### src/ple_pkg.sv
// Shared types and codes for the positional list engine.
package ple_pkg;

  // Request action codes
  typedef enum logic [2:0] {
    ACT_APPEND    = 3'd0,
    ACT_INSERT    = 3'd1,
    ACT_PUSH      = 3'd2,
    ACT_REM_POS   = 3'd3,
    ACT_REM_FRONT = 3'd4,
    ACT_REM_BACK  = 3'd5
  } action_t;

  // Result status codes
  typedef enum logic [1:0] {
    ST_OK      = 2'd0,
    ST_FULL    = 2'd1,
    ST_EMPTY   = 2'd2,
    ST_BAD_POS = 2'd3
  } status_t;

  // Sequencer states
  typedef enum logic [3:0] {
    S_IDLE,
    S_RD,
    S_WR,
    S_PUT,
    S_FETCH,
    S_TAKE,
    S_MRD,
    S_MWR,
    S_DONE
  } state_t;

  // One finished result beat
  typedef struct packed {
    status_t     status;
    logic [7:0]  removed_data;
    logic [4:0]  entry_count;
  } result_t;

endpackage

### src/ple_req_if.sv
// Request channel: valid/ready handshake carrying one list request.
interface ple_req_if;
  logic       valid;
  logic       ready;
  logic [2:0] action;
  logic [7:0] item_data;
  logic [7:0] position;

  modport source (output valid, output action, output item_data, output position,
                  input ready);
  modport sink   (input valid, input action, input item_data, input position,
                  output ready);
endinterface

### src/ple_rsp_if.sv
// Result channel: valid/ready handshake carrying one request result.
interface ple_rsp_if;
  logic       valid;
  logic       ready;
  logic [1:0] status;
  logic [7:0] removed_data;
  logic [4:0] entry_count;

  modport source (output valid, output status, output removed_data, output entry_count,
                  input ready);
  modport sink   (input valid, input status, input removed_data, input entry_count,
                  output ready);
endinterface

### src/ple_ram.sv
// Generic single-write, single-read RAM with registered read data.
module ple_ram #(
  parameter int WIDTH = 8,
  parameter int DEPTH = 16
) (
  input  logic                     clk,
  input  logic                     we,
  input  logic [$clog2(DEPTH)-1:0] waddr,
  input  logic [WIDTH-1:0]         wdata,
  input  logic [$clog2(DEPTH)-1:0] raddr,
  output logic [WIDTH-1:0]         rdata
);

  logic [WIDTH-1:0] mem [DEPTH];

  // Write port
  always_ff @(posedge clk) begin
    if (we) begin
      mem[waddr] <= wdata;
    end
  end

  // Registered read port
  always_ff @(posedge clk) begin
    rdata <= mem[raddr];
  end

endmodule

### src/ple_ctrl.sv
// Request sequencer: decodes one request and moves entries one at a time.
module ple_ctrl #(
  parameter int DEPTH = 16
) (
  input  logic                     clk,
  input  logic                     rst_n,
  input  logic                     req_valid,
  output logic                     req_ready,
  input  logic [2:0]               req_action,
  input  logic [7:0]               req_data,
  input  logic [7:0]               req_pos,
  input  logic                     slot_free,
  output logic                     res_valid,
  output ple_pkg::result_t         res,
  output logic                     ram_we,
  output logic [$clog2(DEPTH)-1:0] ram_waddr,
  output logic [7:0]               ram_wdata,
  output logic [$clog2(DEPTH)-1:0] ram_raddr,
  input  logic [7:0]               ram_rdata
);
  import ple_pkg::*;

  localparam int AW  = $clog2(DEPTH);
  localparam int CW  = $clog2(DEPTH + 1);
  localparam int PCW = (CW > 8) ? CW : 8;

  state_t         state_r, state_nxt;
  logic [7:0]     data_r, data_nxt;
  logic [AW-1:0]  idx_r, idx_nxt;
  logic [AW-1:0]  ptr_r, ptr_nxt;
  logic [CW-1:0]  count_r, count_nxt;
  status_t        status_r, status_nxt;
  logic [7:0]     removed_r, removed_nxt;

  logic           pos_bad;
  logic [7:0]     pos_m1;
  logic [AW-1:0]  ptr_dec;
  logic [AW-1:0]  ptr_inc;

  // Position checks against the current count
  assign pos_bad = (req_pos == 8'd0) || (PCW'(req_pos) > PCW'(count_r));
  assign pos_m1  = req_pos - 8'd1;
  assign ptr_dec = ptr_r - AW'(1);
  assign ptr_inc = ptr_r + AW'(1);

  // State and control registers
  always_ff @(posedge clk) begin
    if (!rst_n) begin
      state_r <= S_IDLE;
      count_r <= '0;
    end else begin
      state_r <= state_nxt;
      count_r <= count_nxt;
    end
  end

  // Payload registers
  always_ff @(posedge clk) begin
    data_r    <= data_nxt;
    idx_r     <= idx_nxt;
    ptr_r     <= ptr_nxt;
    status_r  <= status_nxt;
    removed_r <= removed_nxt;
  end

  // Next state and outputs
  always_comb begin
    state_nxt   = state_r;
    data_nxt    = data_r;
    idx_nxt     = idx_r;
    ptr_nxt     = ptr_r;
    count_nxt   = count_r;
    status_nxt  = status_r;
    removed_nxt = removed_r;
    req_ready   = 1'b0;
    res_valid   = 1'b0;
    ram_we      = 1'b0;
    ram_waddr   = ptr_r;
    ram_wdata   = ram_rdata;
    ram_raddr   = ptr_r;

    unique case (state_r)
      S_IDLE: begin
        req_ready = 1'b1;
        if (req_valid) begin
          data_nxt    = req_data;
          status_nxt  = ST_OK;
          removed_nxt = 8'd0;
          ptr_nxt     = AW'(count_r);
          unique case (req_action)
            ACT_APPEND, ACT_INSERT, ACT_PUSH: begin
              if (count_r == CW'(DEPTH)) begin
                status_nxt = ST_FULL;
                state_nxt  = S_DONE;
              end else begin
                // Pick the slot that takes the new byte
                if (req_action == ACT_PUSH) begin
                  idx_nxt = '0;
                end else if (req_action == ACT_INSERT && !pos_bad) begin
                  idx_nxt = AW'(pos_m1);
                end else begin
                  idx_nxt = AW'(count_r);
                end
                state_nxt = (AW'(count_r) > idx_nxt) ? S_RD : S_PUT;
              end
            end
            ACT_REM_POS, ACT_REM_FRONT, ACT_REM_BACK: begin
              if (count_r == '0) begin
                status_nxt = ST_EMPTY;
                state_nxt  = S_DONE;
              end else if (req_action == ACT_REM_FRONT) begin
                idx_nxt   = '0;
                state_nxt = S_FETCH;
              end else if (req_action == ACT_REM_BACK) begin
                idx_nxt   = AW'(count_r - CW'(1));
                state_nxt = S_FETCH;
              end else if (pos_bad) begin
                status_nxt = ST_BAD_POS;
                state_nxt  = S_DONE;
              end else begin
                idx_nxt   = AW'(pos_m1);
                state_nxt = S_FETCH;
              end
            end
            default: begin
              // Unused codes: no change, plain ok result
              state_nxt = S_DONE;
            end
          endcase
        end
      end

      // Insert: read the entry below the hole
      S_RD: begin
        ram_raddr = ptr_dec;
        state_nxt = S_WR;
      end

      // Insert: move it one slot back
      S_WR: begin
        ram_we    = 1'b1;
        ram_waddr = ptr_r;
        ram_wdata = ram_rdata;
        ptr_nxt   = ptr_dec;
        state_nxt = (ptr_dec > idx_r) ? S_RD : S_PUT;
      end

      // Insert: drop the new byte into the hole
      S_PUT: begin
        ram_we    = 1'b1;
        ram_waddr = idx_r;
        ram_wdata = data_r;
        count_nxt = count_r + CW'(1);
        state_nxt = S_DONE;
      end

      // Remove: read the victim entry
      S_FETCH: begin
        ram_raddr = idx_r;
        ptr_nxt   = idx_r;
        state_nxt = S_TAKE;
      end

      // Remove: capture it, then close the gap if anything follows
      S_TAKE: begin
        removed_nxt = ram_rdata;
        if (CW'(ptr_inc) < count_r && CW'(ptr_r) + CW'(1) < count_r) begin
          state_nxt = S_MRD;
        end else begin
          count_nxt = count_r - CW'(1);
          state_nxt = S_DONE;
        end
      end

      // Remove: read the entry after the gap
      S_MRD: begin
        ram_raddr = ptr_inc;
        state_nxt = S_MWR;
      end

      // Remove: move it one slot forward
      S_MWR: begin
        ram_we    = 1'b1;
        ram_waddr = ptr_r;
        ram_wdata = ram_rdata;
        ptr_nxt   = ptr_inc;
        if (CW'(ptr_r) + CW'(2) < count_r) begin
          state_nxt = S_MRD;
        end else begin
          count_nxt = count_r - CW'(1);
          state_nxt = S_DONE;
        end
      end

      // Hand the result over once the output slot is free
      S_DONE: begin
        if (slot_free) begin
          res_valid = 1'b1;
          state_nxt = S_IDLE;
        end
      end

      default: begin
        state_nxt = S_IDLE;
      end
    endcase
  end

  // Result beat
  assign res.status       = status_r;
  assign res.removed_data = removed_r;
  assign res.entry_count  = 5'(count_r);

endmodule

### src/positional_list_engine_core.sv
// Positional list engine: ordered byte list with insert and remove at any position.
// Insert moves each entry behind the slot back one place, then writes the new byte;
// remove reads the victim, then moves each entry after it forward; errors and unused
// codes go straight to the result. One request at a time: the next is taken the cycle
// after the result reaches the output register, which holds the sequencer while full.
// Reset empties the list at once; memory contents need no clearing.
module positional_list_engine_core #(
  parameter int DEPTH = 16
) (
  input  logic      clk,
  input  logic      rst_n,
  ple_req_if.sink   in_req,
  ple_rsp_if.source out_rsp
);
  import ple_pkg::*;

  localparam int AW = $clog2(DEPTH);

  logic          slot_free;
  logic          res_valid;
  result_t       res;
  logic          ram_we;
  logic [AW-1:0] ram_waddr;
  logic [7:0]    ram_wdata;
  logic [AW-1:0] ram_raddr;
  logic [7:0]    ram_rdata;

  logic          out_valid_r;
  result_t       out_res_r;

  ple_ctrl #(
    .DEPTH(DEPTH)
  ) u_ctrl (
    .clk       (clk),
    .rst_n     (rst_n),
    .req_valid (in_req.valid),
    .req_ready (in_req.ready),
    .req_action(in_req.action),
    .req_data  (in_req.item_data),
    .req_pos   (in_req.position),
    .slot_free (slot_free),
    .res_valid (res_valid),
    .res       (res),
    .ram_we    (ram_we),
    .ram_waddr (ram_waddr),
    .ram_wdata (ram_wdata),
    .ram_raddr (ram_raddr),
    .ram_rdata (ram_rdata)
  );

  ple_ram #(
    .WIDTH(8),
    .DEPTH(DEPTH)
  ) u_list_ram (
    .clk  (clk),
    .we   (ram_we),
    .waddr(ram_waddr),
    .wdata(ram_wdata),
    .raddr(ram_raddr),
    .rdata(ram_rdata)
  );

  // Output slot is free when empty or being drained this cycle
  assign slot_free = !out_valid_r || out_rsp.ready;

  // Hold the result beat until taken
  always_ff @(posedge clk) begin
    if (!rst_n) begin
      out_valid_r <= 1'b0;
    end else if (res_valid) begin
      out_valid_r <= 1'b1;
    end else if (out_rsp.ready) begin
      out_valid_r <= 1'b0;
    end
  end

  always_ff @(posedge clk) begin
    if (res_valid) begin
      out_res_r <= res;
    end
  end

  assign out_rsp.valid        = out_valid_r;
  assign out_rsp.status       = out_res_r.status;
  assign out_rsp.removed_data = out_res_r.removed_data;
  assign out_rsp.entry_count  = out_res_r.entry_count;

endmodule
### src/flat_wrapper.sv
// flat-port wrapper written by rule: the top's interface ports become plain ports
module positional_list_engine_core_flat import ple_pkg::*;
#(
  parameter int DEPTH = 16
)
  (clk, rst_n, in_req_valid, in_req_action, in_req_item_data, in_req_position, in_req_ready, out_rsp_valid, out_rsp_status, out_rsp_removed_data, out_rsp_entry_count, out_rsp_ready);
  ple_req_if in_req_i ();
  ple_rsp_if out_rsp_i ();
  input  logic clk;
  input  logic rst_n;
  input wire logic [$bits(in_req_i.valid)-1:0] in_req_valid;
  input wire logic [$bits(in_req_i.action)-1:0] in_req_action;
  input wire logic [$bits(in_req_i.item_data)-1:0] in_req_item_data;
  input wire logic [$bits(in_req_i.position)-1:0] in_req_position;
  output wire logic [$bits(in_req_i.ready)-1:0] in_req_ready;
  output wire logic [$bits(out_rsp_i.valid)-1:0] out_rsp_valid;
  output wire logic [$bits(out_rsp_i.status)-1:0] out_rsp_status;
  output wire logic [$bits(out_rsp_i.removed_data)-1:0] out_rsp_removed_data;
  output wire logic [$bits(out_rsp_i.entry_count)-1:0] out_rsp_entry_count;
  input wire logic [$bits(out_rsp_i.ready)-1:0] out_rsp_ready;
  assign in_req_i.valid = in_req_valid;
  assign in_req_i.action = in_req_action;
  assign in_req_i.item_data = in_req_item_data;
  assign in_req_i.position = in_req_position;
  assign in_req_ready = in_req_i.ready;
  assign out_rsp_valid = out_rsp_i.valid;
  assign out_rsp_status = out_rsp_i.status;
  assign out_rsp_removed_data = out_rsp_i.removed_data;
  assign out_rsp_entry_count = out_rsp_i.entry_count;
  assign out_rsp_i.ready = out_rsp_ready;
  positional_list_engine_core #(.DEPTH(DEPTH)) u_core (.clk(clk), .rst_n(rst_n), .in_req(in_req_i), .out_rsp(out_rsp_i));
endmodule
### config.mk
export PLATFORM = sky130hd
export DESIGN_NAME = positional_list_engine_core_flat
export DESIGN_NICKNAME = d
export VERILOG_FILES = /design/src/ple_pkg.sv /design/src/ple_req_if.sv /design/src/ple_rsp_if.sv /design/src/ple_ram.sv /design/src/ple_ctrl.sv /design/src/positional_list_engine_core.sv /design/src/flat_wrapper.sv
export SDC_FILE = /design/constraint.sdc
export NUM_CORES = 1
export LEC_CHECK = 0
export BUFFER_PORTS_ARGS = -buffer_cell sky130_fd_sc_hd__clkbuf_2
export CAP_MARGIN = 20
export CORE_MARGIN = 10
export CORE_UTILIZATION = 61
export CTS_CLUSTER_DIAMETER = 200
export DETAILED_ROUTE_END_ITERATION = 12
export PLACE_DENSITY = 0.81
export SYNTH_ARGS = -nofsm -noshare
export SYNTH_HDL_FRONTEND = slang
export SYNTH_HIERARCHICAL = 1
export SYNTH_SLANG_ARGS = --single-unit
### constraint.sdc
create_clock -name clk -period 6.8 [get_ports clk]
set_clock_uncertainty 0.15 [all_clocks]
set_input_delay 0.68 -clock clk [delete_from_list [all_inputs] [get_ports clk]]
set_output_delay 0.68 -clock clk [all_outputs]
set_load 0.01 [all_outputs]
; After elaboration in Yosys (flattened, before gate mapping)
; Memory sizes are Yosys's and may differ from the RTL's. A register that Yosys moved wholly into a read port is not among the register bits.
; Cells that the tools add are included.
; W data, S select, Z words.
[op_classes]
reduce_logical = 24
mux = 49
n_eq_ne = 21
add_sub_neg = 7
n_lt_le_gt_ge = 6
[op_table]
columns = cell, n
row1 = $mux W4, 22
row2 = $pmux W4 S9, 1
row3 = $eq A4 B3 Y1 const B, 4
row4 = $mux W8, 2
row5 = $pmux W4 S2, 2
row6 = $pmux W4 S4, 1
row7 = $pmux W8 S2, 1
row8 = $pmux W5 S3, 1
row9 = $mux W2, 6
row10 = $pmux W4 S3, 1
row11 = $lt A5 B5 Y1, 2
row12 = $mux W5, 2
row13 = $ne A2 B2 Y1 const B, 5
row14 = $mux W1, 9
row15 = $reduce_or A3 Y1, 3
row16 = $eq A4 B2 Y1 const B, 2
row17 = $gt A4 B4 Y1, 2
row18 = $gt A8 B5 Y1, 1
row19 = $logic_not A8 Y1, 1
row20 = $reduce_and A2 Y1, 4
row21 = $sub A4 B1 Y4 const B, 2
row22 = $eq A3 B2 Y1 const B, 2
row23 = $eq A3 B3 Y1 const B, 2
row24 = $reduce_and A6 Y1, 1
row25 = other kinds (23), 28
[totals]
input_bits = 23
mem_bits_rw = 128
word_cells = 119
mem_count = 1
regBits = 51
[mem_list]
columns = name, depth, word_bits, rd, rd_clocked_by_memory_dff, write_ports, line_no
row1 = u_core.u_list_ram.mem, 16, 8, 1, 1, 1, ple_ram.sv:14  ; logic [WIDTH-1:0] mem [DEPTH];

; Depth between registers and ports, before layout
[logic_depth]
ltp_word = 16
ltp_mapped = 16

; Modules after synthesis
; Netlist, hierarchy kept.
[modules_own_cells]
columns = mod, cells_each, instances, area_per_inst_um2, seq_area_each_um2
row1 = ple_ram, 229, 1, 5147.4, 4003.8
row2 = ple_ctrl, 336, 1, 2947.8, 960.9
row3 = positional_list_engine_core, 19, 1, 499.2, 470.5

; Least setup slack after synthesis
; OpenSTA, ideal clock, no wires.
[synth_path]
path_type = input-to-reg
startpoint = input in_req_position[3]
endpoint = register u_core.u_ctrl.state_r[1]
path_buffers = 0
t_arrival_ps = 3516
path_stages = 14
path_slack_ps = 3077
setup_ps = 58
required_ps = 6592
path_cell_list = ha_1 -> a21o_1 -> a21oi_1 -> o221ai_2 -> nor4_4 -> mux2_2 -> or2_2 -> ha_1 -> nor2b_1 -> o21a_1 -> o21a_1 -> o21ai_0 -> a41o_1 -> o21a_1
[synth_between]
elab_chain_len = 16
elab_cells_between_ends = 18
cone_classes = add/sub: 1 / order compare: 2 / mux: 11 / reduce/logical: 4
[synth_lines]
columns = element, line_no
row1 = "start, declared", flat_wrapper.sv:14  ; input wire logic [$bits(in_req_i.position)-1:0] in_req_position;
row2 = $gt A8 B5 Y1 / $logic_not A8 Y1 (equally long branches), ple_ctrl.sv:41  ; assign pos_bad = (req_pos == 8'd0) || (PCW'(req_pos) > PCW'(count_r));
row3 = $logic_or A1 B1 Y1, ple_ctrl.sv:41
row4 = $logic_not A1 Y1, ple_ctrl.sv:99  ; end else if (req_action == ACT_INSERT && !pos_bad) begin
row5 = $logic_and A1 B1 Y1, ple_ctrl.sv:99
row6 = $mux W4 (*), ple_ctrl.sv:99
row7 = $mux W4 (*), ple_ctrl.sv:97  ; if (req_action == ACT_PUSH) begin
row8 = $mux W4 (*), ple_ctrl.sv:92  ; if (count_r == CW'(DEPTH)) begin
row9 = $mux W4 (*), ple_ctrl.sv:90  ; unique case (req_action)
row10 = $mux W4 (*), ple_ctrl.sv:85  ; if (req_valid) begin
row11 = $mux W4 (*), ple_ctrl.sv:82  ; unique case (state_r)
row12 = $gt A4 B4 Y1 (*), ple_ctrl.sv:104  ; state_nxt = (AW'(count_r) > idx_nxt) ? S_RD : S_PUT;
row13 = $mux W2 (*), ple_ctrl.sv:104
row14 = $mux W4 (*), ple_ctrl.sv:92
row15 = $pmux W4 S2 (*), ple_ctrl.sv:90
row16 = $mux W4 (*), ple_ctrl.sv:85
row17 = $pmux W4 S9 (*), ple_ctrl.sv:82
row18 = "end signal, assigned", ple_ctrl.sv:52  ; state_r <= state_nxt;
row19 = "end, declared", ple_ctrl.sv:27  ; state_t state_r, state_nxt;
; Mark *: on every way between the ends. The rest lies on a longest branch, timed or not. The select of a mux whose other input is x is not followed.
; A chain may end at the register's enable or synchronous reset.

; Final worst setup path
[layout_path]
startpoint = register u_core.u_ctrl.count_r[3]
endpoint = register u_core.u_ctrl.state_r[1]
[layout_between]
elab_chain_len = 16
elab_cells_between_ends = 25
cone_classes = order compare: 5 / eq/ne: 1 / mux: 14 / reduce/logical: 5
[layout_lines]
columns = element, line_no
row1 = "start, declared", ple_ctrl.sv:31  ; logic [CW-1:0] count_r, count_nxt;
row2 = "start signal, assigned", ple_ctrl.sv:53  ; count_r <= count_nxt;
row3 = $gt A8 B5 Y1, ple_ctrl.sv:41
row4 = $logic_or A1 B1 Y1, ple_ctrl.sv:41
row5 = $logic_not A1 Y1, ple_ctrl.sv:99
row6 = $logic_and A1 B1 Y1, ple_ctrl.sv:99
row7 = $mux W4, ple_ctrl.sv:99
row8 = $mux W4, ple_ctrl.sv:97
row9 = $mux W4, ple_ctrl.sv:92
row10 = $mux W4, ple_ctrl.sv:90
row11 = $mux W4, ple_ctrl.sv:85
row12 = $mux W4, ple_ctrl.sv:82
row13 = $gt A4 B4 Y1, ple_ctrl.sv:104
row14 = $mux W2, ple_ctrl.sv:104
row15 = $mux W4, ple_ctrl.sv:92
row16 = $pmux W4 S2, ple_ctrl.sv:90
row17 = $mux W4, ple_ctrl.sv:85
row18 = $pmux W4 S9 (*), ple_ctrl.sv:82
; Marked as above.

==> flow_summary.yaml <==
run_status:
  outcome: "completed"
setup_path:
  critical_path.startpoint_type: "flip-flop"
  critPathCaptureType: "flip-flop"
  worstSetupStartpoint: "u_core/u_ctrl/count_r[3]"
  r2r_cells: 15
  critical_path_class: "reg -> reg"
  maximum_net_fanout_on_the_critical_path: 8
  worstReg2RegEnd: "u_core/u_ctrl/state_r[1]"
  rr_startpoint: "u_core/u_ctrl/count_r[3]"
  crit_end: "u_core/u_ctrl/state_r[1]"
  worst-endpoint-required_ns: 7.02
  regToRegSetupSlack_ns: 2.71
  crit_arrival_ns: 4.31
global_routing:
  globalRouteTotalUtil_pct: 19.8
  grt_pass1_vias: 5145
  grt_remaining_overflow: 0
  grt_antenna_before_repair: 0
  wire_length_of_the_first_global_routing_pass_mm: 29.7
  maximum_number_of_pins_on_one_net_before_global_route_repair: 33
placed_design:
  place.detailed.hpwl_mm: 12.8
  dp_slack_ns: 2.74
  gpl.final_weighted_congestion: 1.01
  place.port_buffers: 39
synthesis:
  synth.lib_cells_used.distinct: 69
  ys_top_cells_by_count: "169 x edfxtp_1, 41 x nand2_1, 40 x nor2_1"
  count_of_flip_flops_with_a_built_in_enable_after_synthesis: 169
  post_synthesis_sequential_element_count: 187
  netlist.area_leader.share_pct: 59.0
  asyncSetResetFlopFracSynth_pct: 0
  synthMostInstantiatedCell: "edfxtp_1"
  syn-instance-count: 584
  synthTopCellsByArea: "edfxtp_1 59%, mux4_2 4.7%, ha_1 4.4%"
  synth.avg_cell_area_sq_um: 14.7
  synth-seq-area-share_pct: 63.2
  dominant_register_cell_in_the_synthesized_netlist: "edfxtp_1"
  syn_nets: 637
  synth_largest_area_cell: "edfxtp_1"
  synth_warnings: 6
  post_synth_instance_area_sq_um: 8590
clocking:
  insertion_delay_ns: 0.42
  clk_transition_reported_paths_ns: 0.07
  clock_tree_from_tritoncts: "done"
  cts.repair.resized: 0
  numClockSinks: 187
  cts_max_path_buffers: 2
  cts_hold_buf: 0
  clk_root_buffer_cell: "clkbuf_16"
  post-cts-setup-buffers: 0
  cts_made_buffers: 17
  htree_levels: 4
job:
  maxCapViolCount: 0
timing:
  timing.final.hold_violations: 0
  finalSetupViolations: 0
  post-route-min-period_ns: 4.09
  max_slew_margin_pct: 27.0
  final.period_utilization_pct: 60.2
  fin_ws_ns: 2.71
  tns_ns: 0
  slew_violations: 0
  max_clock_freq_mhz: 244
  timing_worst_slew_pin_value_ns: 1.09
  finalHoldWorstSlack_ns: 0.272
  rsz_0062_raised_after_global_routing: "false"
power:
  netSwitchingPower_uw: 1170
  p_comb_share_pct: 30.3
  clkPwrFrac_pct: 25.5
  p_leak_uw: 0.00336
  vdd_drop_max_v: 0.000258
  proportion_of_power_drawn_by_flip_flops_and_latches_pct: 44.2
  p_per_area_nw_per_um2: 378
  switching_power_share_of_the_total_pct: 32.7
  internal_power_uw: 2400
  pwr_total_uw: 3570
final_layout:
  antennaDiodeCount: 0
  area_growth_synth_to_finish_pct: 10.0
  design.final.nets: 672
  number_of_fill_cells_in_the_layout: 864
  utilization_pct: 68.4
  drive_gt1_share_pct: 18.2
route:
  dr_drc_count: 0
  avgViaCountPerCell: 6.62
  antenna_violating_nets_post_route: 0
  wl_mm: 19.2
  detail_route.iter0.violations: 730
  dr_total_vias: 5370
  detailedRoute.firstPassIterationCount: 5
  routed_wire_length_per_instance_microns: 23.6
floorplan:
  die-area_sq_um: 19200
  die_h_microns: 139
  die_width_microns: 139
  floorplan.io_pins: 40
  core_sq_um: 13800
  placementRows: 43
  initial_core_utilization_pct: 62.2
worst_hold_path:
  worstHoldPathType: "reg -> reg"
[cell usage in the layout, fill, tap and decap left out, types with 6 or more instances in the layout]
cell       netlist  final
nand3_1          7      7
ha_1            30     30
clkbuf_16        0     17
dfxtp_1         18     18
o21ai_0         19     18
and3_1          11     11
edfxtp_1       169    169
xor2_1           6      6
inv_1           27     27
xnor2_1          6      6
a21oi_1         18     17
nor3_1          10     10
nor2_1          40     40
nand2_1         41     41
clkbuf_2         1     39
a22oi_1         17     17
mux4_1          14     14
nor2b_1          7      7
mux4_2          18     18
mux2_2          10     10
[layer usage]
| layer | global-route usage (%) | share of wire, % |
|---|---|---|
| met5 | 0 | 0 |
| met4 | 6.75 | 1.9 |
| met3 | 4.79 | 9.9 |
| met2 | 31.1 | 48 |
| met1 | 26.4 | 40 |
[per-stage QoR]
| stage | cell area, sq um | cells |
|---|---|---|
| 5_1_grt | 9450 | 811 |
| 6_report | 9450 | 811 |
| 3_3_place_gp | 8900 | 779 |
| 4_1_cts | 9450 | 810 |
| 2_1_floorplan | 8590 | 584 |
| 3_5_place_dp | 8900 | 779 |
[worst max-delay path, cell delays in order (launching register included)]
cell and delay [ns]:
dfxtp_1 0.51, inv_1 0.22, ha_1 0.37, a21o_1 0.17, a21oi_1 0.17, o221ai_2 0.23
nor4_4 0.34, mux2_2 0.39, or2_2 0.30, ha_1 0.29, nor2b_1 0.13, o21a_1 0.16
o21a_1 0.16, o21ai_0 0.14, a41o_1 0.19, o21a_1 0.10
[area by class of cell]
cell class                      count  area, sq um  area share, %
Tap cell                          180          225           2.38
Timing Repair Buffer               45          238           2.51
Multi-Input combinational cell    341         2910           30.8
Inverter                           27          101           1.07
Clock inverter                     14          121           1.28
Clock buffer                       17          425           4.50
Sequential cell                   187         5440           57.5
[power groups by stage]
stage          Combinational (uW)  Clock [uW]  Sequential (uW)
2_1_floorplan                 797           0             1550
3_3_place_gp                 1010           0             1590
3_5_place_dp                 1050           0             1600
4_1_cts                      1070         924             1580
5_1_grt                      1170         968             1590
6_report                     1080         910             1580
[cell families after synthesis]
logic type,count (synthesis),synth area share [%]
compound gates,98,8.07
buf+inv,56,3.10
xor+xnor,12,1.22
flops,187,63.2
mux,47,10.9
simple gates,154,9.11
fa+ha+maj,30,4.37
[flip-flops by register name, summed over array words and instances, names as in the netlist]
register                     flops
u_core/u_ctrl/count_r            5
u_core/out_rsp.removed_data      8
u_core/u_ctrl/idx_r              4
u_core/u_ctrl/data_r             8
u_core/out_rsp.status            2
u_core/u_ctrl/removed_r          8
u_core/out_rsp.entry_count       5
u_core/out_rsp.valid             1
u_core/u_list_ram/rdata          8
u_core/u_ctrl/state_r            4
u_core/u_ctrl/ptr_r              4
u_core/u_list_ram/mem          128
u_core/u_ctrl/status_r           2
[how the worst min path moves through the flow]
stage	startpoint	endpoint	cells past startpoint
2_1_floorplan	u_core/u_ctrl/removed_r[0]	u_core/out_rsp.removed_data[0]	0
3_3_place_gp	u_core/u_ctrl/removed_r[2]	u_core/out_rsp.removed_data[2]	0
6_report	u_core/u_ctrl/removed_r[3]	u_core/out_rsp.removed_data[3]	0
5_1_grt	in_req_item_data[0]	u_core/u_ctrl/data_r[0]	1
3_5_place_dp	u_core/u_ctrl/removed_r[3]	u_core/out_rsp.removed_data[3]	0
4_1_cts	in_req_item_data[6]	u_core/u_ctrl/data_r[6]	1
(Power assumes the default switching activity.)
